File: src/rtl/core/pft_pkg.sv
// shared types and constants for the protobuf field tokenizer
`timescale 1ns / 1ps

package pft_pkg;

	localparam int QUEUE_DEPTH = 2;
	localparam int TDATA_W = 112;

	// decode phase of the tokenizer
	typedef enum logic [2:0] {
		PH_KEY     = 3'd0,
		PH_VALUE   = 3'd1,
		PH_LENGTH  = 3'd2,
		PH_FIXED   = 3'd3,
		PH_PAYLOAD = 3'd4
	} phase_t;

	typedef enum logic [2:0] {
		EV_VARINT  = 3'd0,
		EV_FIXED64 = 3'd1,
		EV_HEADER  = 3'd2,
		EV_PAYLOAD = 3'd3,
		EV_FIXED32 = 3'd4,
		EV_ERROR   = 3'd5
	} event_kind_t;

	typedef enum logic [1:0] {
		ERR_WIRE_TYPE   = 2'd0,
		ERR_TRUNC_VAR   = 2'd1,
		ERR_OVERLONG    = 2'd2,
		ERR_TRUNC_FIELD = 2'd3
	} error_code_t;

	localparam logic [2:0] WIRE_VARINT  = 3'd0;
	localparam logic [2:0] WIRE_FIXED64 = 3'd1;
	localparam logic [2:0] WIRE_LEN     = 3'd2;
	localparam logic [2:0] WIRE_FIXED32 = 3'd5;

	typedef struct packed {
		event_kind_t kind;
		logic [31:0] field_number;
		logic [63:0] field_value;
		logic [7:0]  payload_byte;
		logic        last_of_field;
		error_code_t error_code;
	} event_t;

endpackage

File: src/rtl/core/protobuf_field_tokenizer_unit.sv
// Protobuf wire-format field tokenizer, stream in one byte per transaction.
// Throughput: one byte per cycle while s_tready is high, one event per byte at most.
// The decode stage writes each event into the event queue, from which it moves into
// the output register that drives m_tdata.
// s_tready drops only when the event queue is full behind a stalled output.
// Reset (arst_n low, asynchronous): decoder awaits a key, queue and output empty.
`timescale 1ns / 1ps

module protobuf_field_tokenizer_unit #(
	parameter int QUEUE_DEPTH = pft_pkg::QUEUE_DEPTH
) (
	input  logic                         clk,
	input  logic                         arst_n,
	input  logic                         s_tvalid,
	output logic                         s_tready,
	input  logic [7:0]                   s_tdata,   // [7:0] in_byte
	input  logic                         s_tlast,   // end_of_buffer
	output logic                         m_tvalid,
	input  logic                         m_tready,
	// [31:0] field_number, [95:32] field_value, [103:96] payload_byte,
	// [105:104] error_code, [111:106] zero
	output logic [pft_pkg::TDATA_W-1:0]  m_tdata,
	output logic [2:0]                   m_tuser,   // [2:0] event_kind
	output logic                         m_tlast    // last_of_field
);

	logic            fire;
	logic            ev_valid;
	pft_pkg::event_t ev;
	logic            q_full;
	logic            q_pop;
	logic            q_not_empty;
	pft_pkg::event_t q_head;

	assign s_tready = !q_full;
	assign fire     = s_tvalid && s_tready;

	pft_front u_front (
		.clk           (clk),
		.arst_n        (arst_n),
		.fire          (fire),
		.in_byte       (s_tdata),
		.end_of_buffer (s_tlast),
		.ev_valid      (ev_valid),
		.ev            (ev)
	);

	pft_queue #(
		.DEPTH (QUEUE_DEPTH)
	) u_queue (
		.clk       (clk),
		.arst_n    (arst_n),
		.push      (fire && ev_valid),
		.push_ev   (ev),
		.full      (q_full),
		.pop       (q_pop),
		.head_ev   (q_head),
		.not_empty (q_not_empty)
	);

	pft_back u_back (
		.clk       (clk),
		.arst_n    (arst_n),
		.not_empty (q_not_empty),
		.head_ev   (q_head),
		.pop       (q_pop),
		.m_tvalid  (m_tvalid),
		.m_tready  (m_tready),
		.m_tdata   (m_tdata),
		.m_tuser   (m_tuser),
		.m_tlast   (m_tlast)
	);

endmodule

File: src/rtl/core/pft_front.sv
// front end: per-byte wire-format decode into field events
`timescale 1ns / 1ps

module pft_front (
	input  logic            clk,
	input  logic            arst_n,
	input  logic            fire,
	input  logic [7:0]      in_byte,
	input  logic            end_of_buffer,
	output logic            ev_valid,
	output pft_pkg::event_t ev
);

	pft_pkg::phase_t phase_q, phase_d;
	logic [63:0] acc_q, acc_d;
	logic [3:0]  cnt_q, cnt_d;
	logic [31:0] field_q, field_d;
	logic [2:0]  wire_q, wire_d;
	logic [63:0] rem_q, rem_d;
	logic        hold_q;

	logic [6:0]  vsh;
	logic [63:0] vacc;
	logic        v_overlong, v_more;
	logic [2:0]  fidx;
	logic [63:0] facc;
	logic [63:0] rem_dec;
	logic        rem_zero;
	logic [2:0]  key_wire;
	logic [31:0] key_field;
	logic        v_zero;

	// varint merge: bits above 63 of a tenth byte fall off
	assign vsh        = {3'b000, cnt_q} * 7'd7;
	assign vacc       = acc_q | ({57'd0, in_byte[6:0]} << vsh);
	assign v_overlong = (cnt_q > 4'd9) || (in_byte[7] && cnt_q == 4'd9);
	assign v_more     = in_byte[7] && cnt_q < 4'd9;
	assign v_zero     = vacc == 64'd0;
	assign key_wire   = vacc[2:0];
	assign key_field  = vacc[34:3];

	// little-endian fixed assembly
	assign fidx     = cnt_q[2:0];
	assign facc     = acc_q | ({56'd0, in_byte} << {fidx, 3'b000});
	assign rem_dec  = rem_q - 64'd1;
	assign rem_zero = rem_dec == 64'd0;

	// event produced by the current byte
	always_comb begin
		ev_valid         = 1'b0;
		ev.kind          = pft_pkg::EV_ERROR;
		ev.field_number  = 32'd0;
		ev.field_value   = 64'd0;
		ev.payload_byte  = 8'd0;
		ev.last_of_field = 1'b0;
		ev.error_code    = pft_pkg::ERR_WIRE_TYPE;
		if (!hold_q) begin
			unique case (phase_q)
				pft_pkg::PH_FIXED: begin
					if (rem_zero) begin
						ev_valid        = 1'b1;
						ev.kind         = (wire_q == pft_pkg::WIRE_FIXED64) ?
							pft_pkg::EV_FIXED64 : pft_pkg::EV_FIXED32;
						ev.field_number = field_q;
						ev.field_value  = facc;
					end else if (end_of_buffer) begin
						ev_valid      = 1'b1;
						ev.error_code = pft_pkg::ERR_TRUNC_FIELD;
					end
				end
				pft_pkg::PH_PAYLOAD: begin
					if (!rem_zero && end_of_buffer) begin
						ev_valid      = 1'b1;
						ev.error_code = pft_pkg::ERR_TRUNC_FIELD;
					end else begin
						ev_valid         = 1'b1;
						ev.kind          = pft_pkg::EV_PAYLOAD;
						ev.field_number  = field_q;
						ev.payload_byte  = in_byte;
						ev.last_of_field = rem_zero;
					end
				end
				default: begin
					if (v_overlong) begin
						ev_valid      = 1'b1;
						ev.error_code = pft_pkg::ERR_OVERLONG;
					end else if (v_more) begin
						if (end_of_buffer) begin
							ev_valid      = 1'b1;
							ev.error_code = pft_pkg::ERR_TRUNC_VAR;
						end
					end else if (phase_q == pft_pkg::PH_VALUE) begin
						ev_valid        = 1'b1;
						ev.kind         = pft_pkg::EV_VARINT;
						ev.field_number = field_q;
						ev.field_value  = vacc;
					end else if (phase_q == pft_pkg::PH_LENGTH) begin
						if (!v_zero && end_of_buffer) begin
							ev_valid      = 1'b1;
							ev.error_code = pft_pkg::ERR_TRUNC_FIELD;
						end else begin
							ev_valid         = 1'b1;
							ev.kind          = pft_pkg::EV_HEADER;
							ev.field_number  = field_q;
							ev.field_value   = vacc;
							ev.last_of_field = v_zero;
						end
					end else begin
						unique case (key_wire) inside
							pft_pkg::WIRE_VARINT, pft_pkg::WIRE_LEN: begin
								if (end_of_buffer) begin
									ev_valid      = 1'b1;
									ev.error_code = pft_pkg::ERR_TRUNC_VAR;
								end
							end
							pft_pkg::WIRE_FIXED64, pft_pkg::WIRE_FIXED32: begin
								if (end_of_buffer) begin
									ev_valid      = 1'b1;
									ev.error_code = pft_pkg::ERR_TRUNC_FIELD;
								end
							end
							default: begin
								ev_valid      = 1'b1;
								ev.error_code = pft_pkg::ERR_WIRE_TYPE;
							end
						endcase
					end
				end
			endcase
		end
	end

	// next decode state
	always_comb begin
		phase_d = phase_q;
		acc_d   = acc_q;
		cnt_d   = cnt_q;
		field_d = field_q;
		wire_d  = wire_q;
		rem_d   = rem_q;
		unique case (phase_q)
			pft_pkg::PH_FIXED: begin
				rem_d = rem_dec;
				if (rem_zero) begin
					acc_d   = 64'd0;
					cnt_d   = 4'd0;
					phase_d = pft_pkg::PH_KEY;
				end else begin
					acc_d = facc;
					cnt_d = {1'b0, fidx} + 4'd1;
				end
			end
			pft_pkg::PH_PAYLOAD: begin
				rem_d = rem_dec;
				if (rem_zero)
					phase_d = pft_pkg::PH_KEY;
			end
			default: begin
				if (v_overlong) begin
					acc_d = acc_q;
				end else if (v_more) begin
					acc_d = vacc;
					cnt_d = cnt_q + 4'd1;
				end else begin
					acc_d = 64'd0;
					cnt_d = 4'd0;
					if (phase_q == pft_pkg::PH_VALUE) begin
						phase_d = pft_pkg::PH_KEY;
					end else if (phase_q == pft_pkg::PH_LENGTH) begin
						if (v_zero) begin
							phase_d = pft_pkg::PH_KEY;
						end else begin
							rem_d   = vacc;
							phase_d = pft_pkg::PH_PAYLOAD;
						end
					end else begin
						field_d = key_field;
						wire_d  = key_wire;
						unique case (key_wire) inside
							pft_pkg::WIRE_VARINT:  phase_d = pft_pkg::PH_VALUE;
							pft_pkg::WIRE_LEN:     phase_d = pft_pkg::PH_LENGTH;
							pft_pkg::WIRE_FIXED64: begin
								phase_d = pft_pkg::PH_FIXED;
								rem_d   = 64'd8;
							end
							pft_pkg::WIRE_FIXED32: begin
								phase_d = pft_pkg::PH_FIXED;
								rem_d   = 64'd4;
							end
							default: phase_d = phase_q;
						endcase
					end
				end
			end
		endcase
	end

	always_ff @(posedge clk or negedge arst_n) begin
		if (!arst_n) begin
			phase_q <= pft_pkg::PH_KEY;
			acc_q   <= 64'd0;
			cnt_q   <= 4'd0;
			field_q <= 32'd0;
			wire_q  <= 3'd0;
			rem_q   <= 64'd0;
			hold_q  <= 1'b0;
		end else if (fire) begin
			if (end_of_buffer) begin
				// buffer done: start the next message clean
				phase_q <= pft_pkg::PH_KEY;
				acc_q   <= 64'd0;
				cnt_q   <= 4'd0;
				field_q <= 32'd0;
				wire_q  <= 3'd0;
				rem_q   <= 64'd0;
				hold_q  <= 1'b0;
			end else if (!hold_q) begin
				phase_q <= phase_d;
				acc_q   <= acc_d;
				cnt_q   <= cnt_d;
				field_q <= field_d;
				wire_q  <= wire_d;
				rem_q   <= rem_d;
				hold_q  <= ev_valid && ev.kind == pft_pkg::EV_ERROR;
			end
		end
	end

`ifndef SYNTHESIS
	a_err_holds: assert property (@(posedge clk) disable iff (!arst_n)
		fire && ev_valid && ev.kind == pft_pkg::EV_ERROR && !end_of_buffer |=> hold_q)
		else $error("error event did not set the drop state");
	a_hold_silent: assert property (@(posedge clk) disable iff (!arst_n)
		hold_q |-> !ev_valid)
		else $error("event produced while dropping bytes");
	a_eob_restart: assert property (@(posedge clk) disable iff (!arst_n)
		fire && end_of_buffer |=> phase_q == pft_pkg::PH_KEY && !hold_q && cnt_q == 4'd0)
		else $error("decoder not back at key after end of buffer");
`endif

endmodule

File: src/rtl/core/pft_queue.sv
// short event queue between the decode front and the output stage
`timescale 1ns / 1ps

module pft_queue #(
	parameter int DEPTH = pft_pkg::QUEUE_DEPTH
) (
	input  logic            clk,
	input  logic            arst_n,
	input  logic            push,
	input  pft_pkg::event_t push_ev,
	output logic            full,
	input  logic            pop,
	output pft_pkg::event_t head_ev,
	output logic            not_empty
);

	localparam int PW = (DEPTH > 1) ? $clog2(DEPTH) : 1;
	localparam int CW = $clog2(DEPTH + 1);
	localparam logic [PW-1:0] LAST = PW'(DEPTH - 1);

	pft_pkg::event_t slot_q [DEPTH];
	logic [PW-1:0] wr_q, rd_q;
	logic [CW-1:0] cnt_q;

	assign full      = cnt_q == CW'(DEPTH);
	assign not_empty = cnt_q != '0;
	assign head_ev   = slot_q[rd_q];

	always_ff @(posedge clk) begin
		if (push)
			slot_q[wr_q] <= push_ev;
	end

	always_ff @(posedge clk or negedge arst_n) begin
		if (!arst_n) begin
			wr_q  <= '0;
			rd_q  <= '0;
			cnt_q <= '0;
		end else begin
			if (push)
				wr_q <= (wr_q == LAST) ? '0 : wr_q + PW'(1);
			if (pop)
				rd_q <= (rd_q == LAST) ? '0 : rd_q + PW'(1);
			cnt_q <= cnt_q + CW'(push) - CW'(pop);
		end
	end

`ifndef SYNTHESIS
	a_no_overflow: assert property (@(posedge clk) disable iff (!arst_n)
		push |-> !full)
		else $error("push into a full queue");
	a_no_underflow: assert property (@(posedge clk) disable iff (!arst_n)
		pop |-> not_empty)
		else $error("pop from an empty queue");
	a_count_bound: assert property (@(posedge clk) disable iff (!arst_n)
		cnt_q <= CW'(DEPTH))
		else $error("queue count beyond depth");
`endif

endmodule

File: src/rtl/core/pft_back.sv
// back end: output register and stream packing of events
`timescale 1ns / 1ps

module pft_back (
	input  logic                         clk,
	input  logic                         arst_n,
	input  logic                         not_empty,
	input  pft_pkg::event_t              head_ev,
	output logic                         pop,
	output logic                         m_tvalid,
	input  logic                         m_tready,
	output logic [pft_pkg::TDATA_W-1:0]  m_tdata,
	output logic [2:0]                   m_tuser,
	output logic                         m_tlast
);

	pft_pkg::event_t out_q;
	logic            valid_q;
	logic            load;

	// output register refills whenever it is empty or being drained
	assign load = !valid_q || m_tready;
	assign pop  = not_empty && load;

	always_ff @(posedge clk or negedge arst_n) begin
		if (!arst_n)
			valid_q <= 1'b0;
		else if (load)
			valid_q <= not_empty;
	end

	always_ff @(posedge clk) begin
		if (pop)
			out_q <= head_ev;
	end

	assign m_tvalid = valid_q;
	assign m_tdata  = {6'd0, out_q.error_code, out_q.payload_byte,
		out_q.field_value, out_q.field_number};
	assign m_tuser  = out_q.kind;
	assign m_tlast  = out_q.last_of_field;

endmodule
File: config.mk
export PLATFORM = sky130hd
export DESIGN_NAME = protobuf_field_tokenizer_unit
export DESIGN_NICKNAME = d
export VERILOG_FILES = /design/src/rtl/core/pft_pkg.sv /design/src/rtl/core/protobuf_field_tokenizer_unit.sv /design/src/rtl/core/pft_front.sv /design/src/rtl/core/pft_queue.sv /design/src/rtl/core/pft_back.sv
export SDC_FILE = /design/constraint.sdc
export NUM_CORES = 1
export LEC_CHECK = 0
export BUFFER_PORTS_ARGS = -buffer_cell sky130_fd_sc_hd__buf_4
export CAP_MARGIN = 20
export CELL_PAD_IN_SITES_DETAIL_PLACEMENT = 2
export CELL_PAD_IN_SITES_GLOBAL_PLACEMENT = 2
export CORE_ASPECT_RATIO = 1.1
export CORE_UTILIZATION = 38
export CTS_CLUSTER_SIZE = 16
export DETAILED_ROUTE_END_ITERATION = 10
export PLACE_DENSITY = 0.73
export SYNTH_ARGS = -nofsm -noshare
export SYNTH_HDL_FRONTEND = slang
export SYNTH_SLANG_ARGS = --single-unit
File: constraint.sdc
create_clock -name clk -period 8.05 [get_ports clk]
set_input_delay 0.4025 -clock clk [delete_from_list [all_inputs] [get_ports clk]]
set_output_delay 0.4025 -clock clk [all_outputs]
set_load 0.05 [all_outputs]
==> flow_summary_export.csv <==
group,metric,value,unit
run_status,status,"finished clean",
pwr,p_per_area,482,nW/um^2
cts,cts_num_sinks,506,
floorplan,die_h,265,um
pwr,total_power,13.4,mW
sta,slew_violations,0,
placement,place_congestion,0.921,
cts,root_buffer,"clkbuf_16",
grt,antenna_found_initial,5,
floorplan,core_region_area,61600,um^2
setup_path,crit_type,"flop to flop",
logic_synthesis,synth_top_area_share,41.6,%
floorplan,dieArea,63700,um^2
hold_path,hp-class,"primary input to flop",
placement,dpl-instance-area,25800,um^2
sta,setup_viol,0,
floorplan,io_pins,131,
cts,clock_latency,0.64,ns
cells_and_area,fin_area,27700,um^2
logic_synthesis,synth_edf_count,330,
logic_synthesis,synthFlopType,"edfxtp_1",
placement,place_hpwl,62500,um
detailed_routing,final_antenna_net_count,0,
cells_and_area,syn_to_final_growth,16.3,%
cts,cts_resized,0,
cells_and_area,nets,2186,
setup_path,cp_max_fo,29,
sta,hold_slack,0.259,ns
cts,clockBufferDepth,3,
cells_and_area,layout-drive-gt1-share,20.3,%
sta,rsz0062_at_grt,"no",
cts,postCtsSetupRepairBufs,0,
sta,fin_skew,0.0316,ns
sta,post-route-period-util,74.5,%
sta,relSlewSlack,22.6,%
floorplan,chipWidth,241,um
detailed_routing,via_count,18700,
cts,cts_tree,"built",
detailed_routing,wl_per_cell,30.7,um
cells_and_area,mostFrequentLayoutCells,"edfxtp_1, nand2_1, buf_4",
setup_path,cp-end-kind,"flop",
logic_synthesis,synth.cell_area,23800,um^2
logic_synthesis,synthArstFlopShare,34.8,%
detailed_routing,drt_iter0_drc,1428,
logic_synthesis,ys_top_cells_by_area,"edfxtp_1, dfrtp_1, mux2_2",
cts,numCtsBuffers,53,
grt,overflow,0,
logic_synthesis,yosys_register_bits,506,
detailed_routing,firstDrtPassIters,5,
grt,grt_pass1_wl,138000,um
grt,grt.total_usage,29.2,%
grt,grt_pass1_vias,20400,
job,maxCapViolations,0,
cells_and_area,num-fill-cells,6310,
setup_path,cp-start-kind,"flop",
detailed_routing,drc,0,
logic_synthesis,ys_seq_area_share,60.1,%
sta,hold_violations,0,
pwr,vdd_drop_max,0.251,mV
logic_synthesis,synth.distinct_cells,82,
sta,setup_tns,0,ns
cts,path_clk_slew,0.07,ns
placement,io_buffer_count,124,
placement,place_ws,2.21,ns
detailed_routing,drt_wl_total,93100,um
floorplan,rows,95,
pwr,p_leak,10.6,nW
logic_synthesis,synthCells,2076,
logic_synthesis,yosys_warnings,0,
sta,max_freq,167,MHz
setup_path,critPathRequiredTime,8.52,ns
logic_synthesis,synth_area_per_cell,11.5,um^2
grt,grt_max_degree,111,
logic_synthesis,synth_top_area_cell,"edfxtp_1",
cts,htree_levels,2,
detailed_routing,post_drt_via_cell_ratio,6.16,
floorplan,initial_core_util,38.7,%
setup_path,worst_ep_arrival_time,6.47,ns
sta,tightestPinTransition,1.15,ns
cells_and_area,layout_commonest_cell,"edfxtp_1",
sta,fin_ws,2.05,ns
sta,period_needed,6.00,ns
==> per-stage QoR <==
stage | cells | utilization, %
detailed placement | 2932 | 41.9
floorplan | 2081 | -
global route | 3034 | 45.0
finish | 3035 | 45.0
CTS | 3033 | 45.0
global placement | 2930 | 41.9
==> power breakdown <==
group	internal (mW)	switching, mW	total (mW)	leakage (nW)
sequential	3.71	0.520	4.23	5.56
combinational	1.92	4.57	6.48	4.12
clock	1.51	1.14	2.64	0.881
==> worst paths after layout <==
kind	startpoint	end	slack, ns	cells after the start
max	u_front.rem_q[0]$_DFFE_PN0P_	u_front.acc_q[5]$_DFFE_PN0P_	2.05	13
min in group asynchronous	arst_n	u_front.rem_q[52]$_DFFE_PN0P_	0.37	2
max reg2reg	u_front.rem_q[0]$_DFFE_PN0P_	u_front.acc_q[5]$_DFFE_PN0P_	2.05	13
max in group asynchronous	arst_n	u_queue.rd_q$_DFFE_PN0P_	6.47	3
min reg2reg	u_queue.cnt_q[1]$_DFF_PN0_	u_queue.cnt_q[1]$_DFF_PN0_	0.51	1
min	s_tlast	u_front.rem_q[3]$_DFFE_PN0P_	0.26	2
==> cells by family after synthesis <==
logic type               after synthesis  synth area share (%)
flip-flops                           506                  60.1
AO/OA/AOI/OAI                        584                  16.3
AND/OR/NAND/NOR                      651                  13.6
multiplexers                         114                  5.38
other                                  1                0.0157
adder cells (fa/ha/maj)                7                 0.368
XOR/XNOR                              29                  1.07
buffers and inverters                184                  3.18
==> critical path: stages (launching register included) <==
cell and delay, ns:
dfrtp_1 0.50, inv_1 0.12, ha_1 0.31, nor3b_4 0.39, nand4_2 0.31, or4_1 0.70
o21a_1 0.24, a211oi_2 0.40, nand4_1 0.22, nor4_4 0.61, nand2_2 0.59, buf_4 0.45
a21oi_1 0.78, nor2_1 0.16
==> final cells by class <==
| class | instances | area (um^2) | area share [%] |
|---|---|---|---|
| sequential | 506 | 14300 | 51.7 |
| multi-input combinational | 1391 | 8920 | 32.2 |
| timing repair buffer | 190 | 1480 | 5.34 |
| clock buffer | 61 | 1390 | 5.01 |
| tap | 824 | 1030 | 3.72 |
| clock inverter | 38 | 473 | 1.71 |
| inverter | 24 | 90.1 | 0.325 |
| antenna | 1 | 2.50 | 0.00904 |
==> cells in the mapped netlist (8+ instances only) <==
library cell / number
a21o_1: 11
nand2b_1: 11
or3_1: 16
o31ai_1: 19
a31oi_1: 56
nand4_1: 25
a32o_1: 43
o22a_1: 40
a21oi_1: 136
o22ai_1: 24
nand2_1: 201
o21a_1: 18
o21ai_0: 136
nor2_1: 179
a41oi_1: 9
and2_1: 52
mux2_2: 113
nor4_1: 28
xor2_1: 13
edfxtp_1: 330
nor3_1: 36
or4_1: 14
a22o_1: 33
dfrtp_1: 176
xnor2_1: 16
inv_1: 23
buf_2: 8
nand3_1: 26
clkbuf_1: 135
==> state kept, by name (all words and copies together), names as in the netlist, 2 cells and up <==
register         flops
u_front.rem_q       64
u_front.wire_q       3
u_back.m_tdata     106
u_front.field_q     32
u_back.m_tuser       3
u_front.cnt_q        4
u_front.acc_q       64
u_queue.cnt_q        2
u_front.phase_q      3
u_queue.slot_q     220
==> repair_timing <==
item                                    CTS  global route
endpoints found under the setup margin    0             0
hold buffers                              2             0
hold endpoints to repair                 79             0
==> per-layer routing <==
layer / track usage [%] / share of wire (%) / vias to the layer above
met2: 50.5 / 50 / 618
met1: 35.7 / 40 / 9841
met4: 12.8 / 4.6 / 10
met3: 4.80 / 5.2 / 232
met5: 0 / 0.064 / -
li1: - / - / 8003
Note: power is estimated with default switching activity, not from simulation.
